$ cat config.mk
export PLATFORM = sky130hd
export DESIGN_NAME = nearest_grid_lights_select_core
export DESIGN_NICKNAME = d
export VERILOG_FILES = /design/src/sv/ngls_pkg.sv /design/src/sv/ngls_dist.sv /design/src/sv/ngls_cell.sv /design/src/sv/ngls_drain.sv /design/src/sv/nearest_grid_lights_select_core.sv
export SDC_FILE = /design/constraint.sdc
export NUM_CORES = 2
export LEC_CHECK = 0
export BUFFER_PORTS_ARGS = -buffer_cell sky130_fd_sc_hd__buf_2
export CAP_MARGIN = 25
export CORE_MARGIN = 2
export CORE_UTILIZATION = 51
export CTS_CLUSTER_DIAMETER = 100
export DETAILED_ROUTE_END_ITERATION = 8
export PLACE_DENSITY = 0.64
export RECOVER_POWER = 100
export SYNTH_ARGS = -nofsm -noshare
export SYNTH_HDL_FRONTEND = slang
export SYNTH_SLANG_ARGS = --single-unit
$ cat constraint.sdc
create_clock -name clk -period 21.4 [get_ports clk]
set_input_delay 4.28 -clock clk [delete_from_list [all_inputs] [get_ports clk]]
set_output_delay 4.28 -clock clk [all_outputs]
set_load 0.02 [all_outputs]
$ cat src/sv/ngls_pkg.sv
// Package for the nearest grid lights selection block.
// Holds the grid constants, the beat and candidate types and a field helper.
// No dependencies; every other file imports it.
package ngls_pkg;

    localparam int GRID_SIDE     = 8;
    localparam int NEAREST_COUNT = 9;
    localparam int FRAC_BITS     = 8;
    localparam int IDX_W         = (GRID_SIDE > 1) ? $clog2(GRID_SIDE) : 1;
    localparam int COORD_W       = 16;
    localparam int MAG_W         = COORD_W + 1;
    localparam int SQ_W          = 2 * MAG_W;
    localparam int DIST_W        = 32;
    localparam int POS_OUT_W     = 3;
    localparam int RANK_W        = 4;

    typedef struct packed {
        logic signed [COORD_W-1:0] query_x;
        logic signed [COORD_W-1:0] query_y;
        logic signed [COORD_W-1:0] query_z;
    } query_t;

    typedef struct packed {
        logic [POS_OUT_W-1:0] light_row;
        logic [POS_OUT_W-1:0] light_col;
        logic [DIST_W-1:0]    dist_squared;
        logic [RANK_W-1:0]    rank;
        logic                 last;
    } result_t;

    typedef struct packed {
        logic              valid;
        logic              first;
        logic              last;
        logic [IDX_W-1:0]  row;
        logic [IDX_W-1:0]  col;
        logic [DIST_W-1:0] dist_sq;
    } cand_t;

    typedef struct packed {
        logic              valid;
        logic [IDX_W-1:0]  row;
        logic [IDX_W-1:0]  col;
        logic [DIST_W-1:0] dist_sq;
    } entry_t;

    function automatic logic [POS_OUT_W-1:0] out_pos(input logic [IDX_W-1:0] v);
        logic [IDX_W+POS_OUT_W-1:0] w;
        w = {{POS_OUT_W{1'b0}}, v};
        return w[POS_OUT_W-1:0];
    endfunction

endpackage

$ cat src/sv/ngls_dist.sv
// Candidate generator and squared distance pipeline.
// Walks the grid in row-major order, one light per cycle while enabled, and emits candidates.
// Depends on ngls_pkg.
module ngls_dist
    import ngls_pkg::*;
(
    input  logic   clk,
    input  logic   rst_n,
    input  logic   en,
    input  logic   query_valid,
    output logic   query_ready,
    input  query_t query,
    output cand_t  cand
);

    logic                      busy_reg, busy_next;
    logic [IDX_W-1:0]          row_reg, col_reg;
    logic signed [COORD_W-1:0] qx_reg, qy_reg, qz_reg;
    logic                      gen_last;
    logic                      take;

    logic                      s1_valid_reg, s1_first_reg, s1_last_reg;
    logic [IDX_W-1:0]          s1_row_reg, s1_col_reg;
    logic [MAG_W-1:0]          s1_mx_reg, s1_my_reg, s1_mz_reg;

    logic                      s2_valid_reg, s2_first_reg, s2_last_reg;
    logic [IDX_W-1:0]          s2_row_reg, s2_col_reg;
    logic [SQ_W-1:0]           s2_sx_reg, s2_sy_reg, s2_sz_reg;

    cand_t                     cand_reg;

    logic signed [MAG_W-1:0]   dx, dy, dz;
    logic [MAG_W-1:0]          mx, my, mz;
    logic [SQ_W:0]             sum;

    assign gen_last    = (row_reg == IDX_W'(GRID_SIDE - 1)) && (col_reg == IDX_W'(GRID_SIDE - 1));
    assign query_ready = en && (!busy_reg || gen_last);
    assign take        = query_valid && query_ready;

    always_comb
    begin
        busy_next = busy_reg;
        if (take)
        begin
            busy_next = 1'b1;
        end
        else if (en && gen_last)
        begin
            busy_next = 1'b0;
        end
    end

    always_ff @(posedge clk or negedge rst_n)
    begin
        if (!rst_n)
        begin
            busy_reg <= 1'b0;
        end
        else
        begin
            busy_reg <= busy_next;
        end
    end

    always_ff @(posedge clk)
    begin
        if (take)
        begin
            qx_reg  <= query.query_x;
            qy_reg  <= query.query_y;
            qz_reg  <= query.query_z;
            row_reg <= '0;
            col_reg <= '0;
        end
        else if (en && busy_reg)
        begin
            if (col_reg == IDX_W'(GRID_SIDE - 1))
            begin
                col_reg <= '0;
                row_reg <= row_reg + 1'b1;
            end
            else
            begin
                col_reg <= col_reg + 1'b1;
            end
        end
    end

    assign dx = MAG_W'(qx_reg) - MAG_W'({row_reg, {FRAC_BITS{1'b0}}});
    assign dy = MAG_W'(qy_reg);
    assign dz = MAG_W'(qz_reg) - MAG_W'({col_reg, {FRAC_BITS{1'b0}}});
    assign mx = dx[MAG_W-1] ? MAG_W'(-dx) : MAG_W'(dx);
    assign my = dy[MAG_W-1] ? MAG_W'(-dy) : MAG_W'(dy);
    assign mz = dz[MAG_W-1] ? MAG_W'(-dz) : MAG_W'(dz);
    assign sum = (SQ_W+1)'(s2_sx_reg) + (SQ_W+1)'(s2_sy_reg) + (SQ_W+1)'(s2_sz_reg);

    always_ff @(posedge clk or negedge rst_n)
    begin
        if (!rst_n)
        begin
            s1_valid_reg <= 1'b0;
            s2_valid_reg <= 1'b0;
            cand_reg     <= '0;
        end
        else if (en)
        begin
            s1_valid_reg     <= busy_reg;
            s2_valid_reg     <= s1_valid_reg;
            cand_reg.valid   <= s2_valid_reg;
            cand_reg.first   <= s2_first_reg;
            cand_reg.last    <= s2_last_reg;
            cand_reg.row     <= s2_row_reg;
            cand_reg.col     <= s2_col_reg;
            cand_reg.dist_sq <= (|sum[SQ_W:DIST_W]) ? {DIST_W{1'b1}} : sum[DIST_W-1:0];
        end
    end

    always_ff @(posedge clk)
    begin
        if (en)
        begin
            s1_first_reg   <= (row_reg == '0) && (col_reg == '0);
            s1_last_reg    <= gen_last;
            s1_row_reg     <= row_reg;
            s1_col_reg     <= col_reg;
            s1_mx_reg      <= mx;
            s1_my_reg      <= my;
            s1_mz_reg      <= mz;

            s2_first_reg   <= s1_first_reg;
            s2_last_reg    <= s1_last_reg;
            s2_row_reg     <= s1_row_reg;
            s2_col_reg     <= s1_col_reg;
            s2_sx_reg      <= s1_mx_reg * s1_mx_reg;
            s2_sy_reg      <= s1_my_reg * s1_my_reg;
            s2_sz_reg      <= s1_mz_reg * s1_mz_reg;
        end
    end

    assign cand = cand_reg;

endmodule

$ cat src/sv/ngls_cell.sv
// One insertion cell of the sorted nearest-light chain.
// Holds one entry and shifts toward higher ranks when a nearer candidate arrives.
// Depends on ngls_pkg.
module ngls_cell
    import ngls_pkg::*;
(
    input  logic   clk,
    input  logic   rst_n,
    input  logic   en,
    input  cand_t  cand,
    input  entry_t prev_pass,
    input  logic   prev_lt,
    output entry_t pass,
    output logic   lt,
    output entry_t held
);

    entry_t entry_reg;
    logic   own_valid;

    assign own_valid = entry_reg.valid && !cand.first;
    assign lt        = cand.valid && (!own_valid || (cand.dist_sq < entry_reg.dist_sq));
    assign pass      = '{valid: own_valid, row: entry_reg.row, col: entry_reg.col,
                         dist_sq: entry_reg.dist_sq};
    assign held      = entry_reg;

    always_ff @(posedge clk or negedge rst_n)
    begin
        if (!rst_n)
        begin
            entry_reg <= '0;
        end
        else if (en && lt)
        begin
            if (prev_lt)
            begin
                entry_reg.valid   <= prev_pass.valid;
                entry_reg.row     <= prev_pass.row;
                entry_reg.col     <= prev_pass.col;
                entry_reg.dist_sq <= prev_pass.dist_sq;
            end
            else
            begin
                entry_reg.valid   <= 1'b1;
                entry_reg.row     <= cand.row;
                entry_reg.col     <= cand.col;
                entry_reg.dist_sq <= cand.dist_sq;
            end
        end
    end

endmodule

$ cat src/sv/ngls_drain.sv
// Result buffer that takes a finished nearest list and sends it out one beat at a time.
// Loads all entries at once and shifts toward the head on each accepted beat.
// Depends on ngls_pkg.
module ngls_drain
    import ngls_pkg::*;
(
    input  logic    clk,
    input  logic    rst_n,
    input  logic    load,
    input  entry_t  held [NEAREST_COUNT],
    output logic    busy,
    output logic    result_valid,
    input  logic    result_ready,
    output result_t result
);

    entry_t            buf_reg [NEAREST_COUNT];
    logic [RANK_W-1:0] rank_reg;
    logic              shift;
    entry_t            next_entry [NEAREST_COUNT];

    assign busy         = buf_reg[0].valid;
    assign result_valid = buf_reg[0].valid;
    assign shift        = result_valid && result_ready;

    genvar i;
    generate
        for (i = 0; i < NEAREST_COUNT; i++)
        begin : g_slot
            if (i + 1 < NEAREST_COUNT)
            begin : g_mid
                assign next_entry[i] = buf_reg[i+1];
            end
            else
            begin : g_end
                assign next_entry[i] = '0;
            end

            always_ff @(posedge clk or negedge rst_n)
            begin
                if (!rst_n)
                begin
                    buf_reg[i] <= '0;
                end
                else if (load)
                begin
                    buf_reg[i] <= held[i];
                end
                else if (shift)
                begin
                    buf_reg[i] <= next_entry[i];
                end
            end
        end
    endgenerate

    always_ff @(posedge clk or negedge rst_n)
    begin
        if (!rst_n)
        begin
            rank_reg <= '0;
        end
        else if (load)
        begin
            rank_reg <= '0;
        end
        else if (shift)
        begin
            rank_reg <= rank_reg + 1'b1;
        end
    end

    assign result.light_row    = out_pos(buf_reg[0].row);
    assign result.light_col    = out_pos(buf_reg[0].col);
    assign result.dist_squared = buf_reg[0].dist_sq;
    assign result.rank         = rank_reg;
    assign result.last         = !next_entry[0].valid;

endmodule

$ cat src/sv/nearest_grid_lights_select_core.sv
// A new query can be accepted while the last grid light of the previous one is generated; grid lights
// enter the insertion cell chain one per cycle while the core is enabled, and result beats drain
// one per cycle while result_ready is high, in the shadow of the next query.
// Reset clears the control flags, rank counter, candidate and list registers; no clearing pass
// is needed.
module nearest_grid_lights_select_core
    import ngls_pkg::*;
(
    input  logic    clk,
    input  logic    rst_n,
    input  logic    query_valid,
    output logic    query_ready,
    input  query_t  query,
    output logic    result_valid,
    input  logic    result_ready,
    output result_t result
);

    cand_t  cand;
    logic   en;
    logic   done_reg, done_next;
    logic   load;
    logic   drain_busy;
    entry_t pass_w [NEAREST_COUNT];
    entry_t held_w [NEAREST_COUNT];
    logic   lt_w   [NEAREST_COUNT];

    assign en   = !(done_reg && drain_busy);
    assign load = done_reg && !drain_busy;

    ngls_dist u_dist (
        .clk         (clk),
        .rst_n       (rst_n),
        .en          (en),
        .query_valid (query_valid),
        .query_ready (query_ready),
        .query       (query),
        .cand        (cand)
    );

    genvar i;
    generate
        for (i = 0; i < NEAREST_COUNT; i++)
        begin : g_chain
            if (i == 0)
            begin : g_head
                ngls_cell u_cell (
                    .clk       (clk),
                    .rst_n     (rst_n),
                    .en        (en),
                    .cand      (cand),
                    .prev_pass ('0),
                    .prev_lt   (1'b0),
                    .pass      (pass_w[i]),
                    .lt        (lt_w[i]),
                    .held      (held_w[i])
                );
            end
            else
            begin : g_body
                ngls_cell u_cell (
                    .clk       (clk),
                    .rst_n     (rst_n),
                    .en        (en),
                    .cand      (cand),
                    .prev_pass (pass_w[i-1]),
                    .prev_lt   (lt_w[i-1]),
                    .pass      (pass_w[i]),
                    .lt        (lt_w[i]),
                    .held      (held_w[i])
                );
            end
        end
    endgenerate

    always_comb
    begin
        done_next = done_reg;
        if (load)
        begin
            done_next = 1'b0;
        end
        if (en && cand.valid && cand.last)
        begin
            done_next = 1'b1;
        end
    end

    always_ff @(posedge clk or negedge rst_n)
    begin
        if (!rst_n)
        begin
            done_reg <= 1'b0;
        end
        else
        begin
            done_reg <= done_next;
        end
    end

    ngls_drain u_drain (
        .clk          (clk),
        .rst_n        (rst_n),
        .load         (load),
        .held         (held_w),
        .busy         (drain_busy),
        .result_valid (result_valid),
        .result_ready (result_ready),
        .result       (result)
    );

endmodule

==> impl_results.md <==
- Top FF cell, synth: dfrtp_1
- CTS tree: done
- Hold depth: 0
- Crit. End Element: register
- Most Frequent Cell on Critical Path: clkbuf_1
- Starting Density: 0.514
- Max Fclk: roughly 77 MHz
- Chip width: approximately 390 um
- Final period util: 0.607
- DP Cell Count: around 9700
- Number of global-route vias before repair: around 56000
- Root buf cell: clkbuf_16
- Postcts setup bufs: 0
- Routability cong.: 0.871
- Post-route setup TNS: 0 ps
- Slew at the pin closest to its max-slew limit: ~5400 ps
- Cell Chain, Critical Path: clkbuf_1 > and2_0 > clkbuf_1 > clkbuf_1 > buf_4 > nand2_1 > a31oi_1
- Seq cells post-synth: about 1000
- Final hold vios: 0
- IO buf count: 96
- Layout cells sized above 1: 0.0469
- Hold_buf cts: 0
- Die Y-Extent: about 390 um
- Max-Cap Viols: 24
- Critical path's top delay family: buffers and inverters
- Clock slew at reported path FFs: ~60 ps
- CP max-delay cell: clkbuf_1
- Setup violators final: 0
- WP data required: 22040 ps
- Placeable core area: about 0.15 mm2
- First-pass GRT wire length: between 200000 and 300000 um
- Layout net count: ~9200
- Slew margin rel.: -2.60
- Failing checks: max-capacitance violations, max-slew violations
- Final setup margin: about 8400 ps
- Hold_sp: u_dist.s1_col_reg[0]
- RSZ-0062 raised after global routing: no
- N_diodes: 0
- Top cell type's share of synthesized area: 0.251
- # IOs: between 90 and 100
- Kind of critical path: primary input to register
- Most frequent cells in the layout: nand2_1 (1203), inv_1 (1159), dfrtp_1 (751)
- Outcome: finished, violations left
- Unique masters post-synth: 76
- Clock sinks: between 900 and 1000
- Initial antenna violation count: 0
- DRT Wirelength: ~180000 um
- Flop2flop setup slack: approximately 11000 ps
- PostCTS Resize Cnt: 0
- Startpoint Class: primary input
- Post-synthesis sequential area ratio: 0.339
- Worst path bufs/invs: 4
- Synth Warn #: 0
- Most common cell after layout, fill and taps aside: nand2_1
- CP Depth: 7
- Row count: 140
- Setup Skew: roughly 53 ps
- Crit Reg-Reg Startpoint: u_drain.busy
- Number of CTS-inserted buffers: 110
- Vias per cell: 5.46
- Grt ovf: 0
- Worst R2R Path Depth: 6
- Number of DRC markers in iteration 0: 3364
- Post-synth EDFFs: 214
- Area leader, netlist: dfrtp_1
- Post-synthesis async set-or-reset flop share: 0.773
- Non-Filler Instances: about 10000
- Hold EP: u_dist.s2_col_reg[0]
- Routed WL per cell: ~18 um
- Via count: 53770
- Dpl ws: 13050 ps
- Fin Hold WS: about 420 ps
- Largest cells by area after synthesis: dfrtp_1 (25%), fa_1 (16%), ha_1 (11%)
- Clock Path Buffers: 3
- GRT Resource Usage Total: 0.240
- CP max stage delay: between 2000 and 3000 ps
- P&R area growth vs syn: 7.43%
- DIE AREA: 0.150 mm2
- Cell count after synthesis: 7971
- Min-delay worst type: register to register
- Largest net degree at the start of global routing: 181
- Worst Path Arrival: around 14000 ps
- Max FO, Critical Path: between 80 and 90
- TritonRoute pass-1 iters: 6
- Post-DP HPWL: about 130000 um
- Remaining DRCs: 0
- Final min period: approximately 13000 ps
- Post-DRT Antenna Nets: 0
- Mean Syn Cell Area: 9.38 um2
- H-tree depth: 3
- Max-slew violations: 1614
- Post-Syn Area: 0.0748 mm2
- FF-to-FF End: u_drain.buf_reg[186]
- Clk_lat worst skew: approximately 730 ps
-- area by class of cell --
| type | instances | area, um2 |
|---|---|---|
| Sequential cell | 971 | 25300 |
| Fill cell | 12979 | 65200 |
| Clock buffer | 161 | 3230 |
| Tap cell | 1917 | 2400 |
| Multi-Input combinational cell | 5423 | 43400 |
| Inverter | 1161 | 4360 |
| Timing Repair Buffer | 183 | 1050 |
| Clock inverter | 39 | 574 |
-- per-stage QoR --
step / cell area [um2] / utilization
finish: 80400 / 0.552
global route: 80400 / 0.552
CTS: 80500 / 0.553
detailed placement: 76700 / 0.527
global placement: 76700 / 0.527
floorplan: 74800 / -
-- synth_stat cells, types with 39 or more instances --
cell      count
xor2_1       42
a31oi_1     322
a21oi_1     436
nor2b_1      39
a21o_1      140
dfrtp_1     751
nor2_1      594
clkbuf_1    335
mux2_2       51
mux2i_1     277
fa_1        610
buf_4        39
and2_1      177
inv_1      1160
xnor2_1     149
nand2_1    1208
ha_1        652
nand4_1      51
o21ai_0     247
edfxtp_1    214
nand3_1      49
-- worst max-delay path by stage --
stage / start / end / slack, ps
3_3_place_gp: rst_n / u_dist.cand[7] / 13060
3_5_place_dp: rst_n / u_dist.cand[7] / 13050
6_report: result_ready / u_drain.buf_reg[186] / 8410
2_1_floorplan: u_dist.s1_mx_reg[2] / u_dist.s2_sx_reg[31] / 14680
4_1_cts: u_dist.s1_mx_reg[2] / u_dist.s2_sx_reg[31] / 13540
5_1_grt: rst_n / u_dist.cand[31] / 7300
-- per-layer routing --
metal	GRT usage	up-vias	share of wire
met5	0	-	0
met4	0.0754	0	0.031
met3	0.0273	261	0.038
met2	0.407	1072	0.48
met1	0.322	26679	0.45
li1	-	25758	-
-- cell families after synthesis --
family	after synthesis	synth area share
compound gates	1381	0.112
xor+xnor	191	0.0224
fa+ha+maj	1262	0.272
buf+inv	1582	0.0821
flops	971	0.339
mux	329	0.0449
other cells	1	0.0000501
simple gates	2254	0.128
-- worst register-to-register path, delay by kind of cell (launching register included) --
kind                   cells  cell delay, ps
AO/OA/AOI/OAI              1             190
buffers and inverters      3            6660
flip-flops                 1             610
AND/OR/NAND/NOR            2            2480
Power is left out: the tool's default activity adds up to more than one toggle a clock period on the data nets, which glitch-free logic cannot reach.
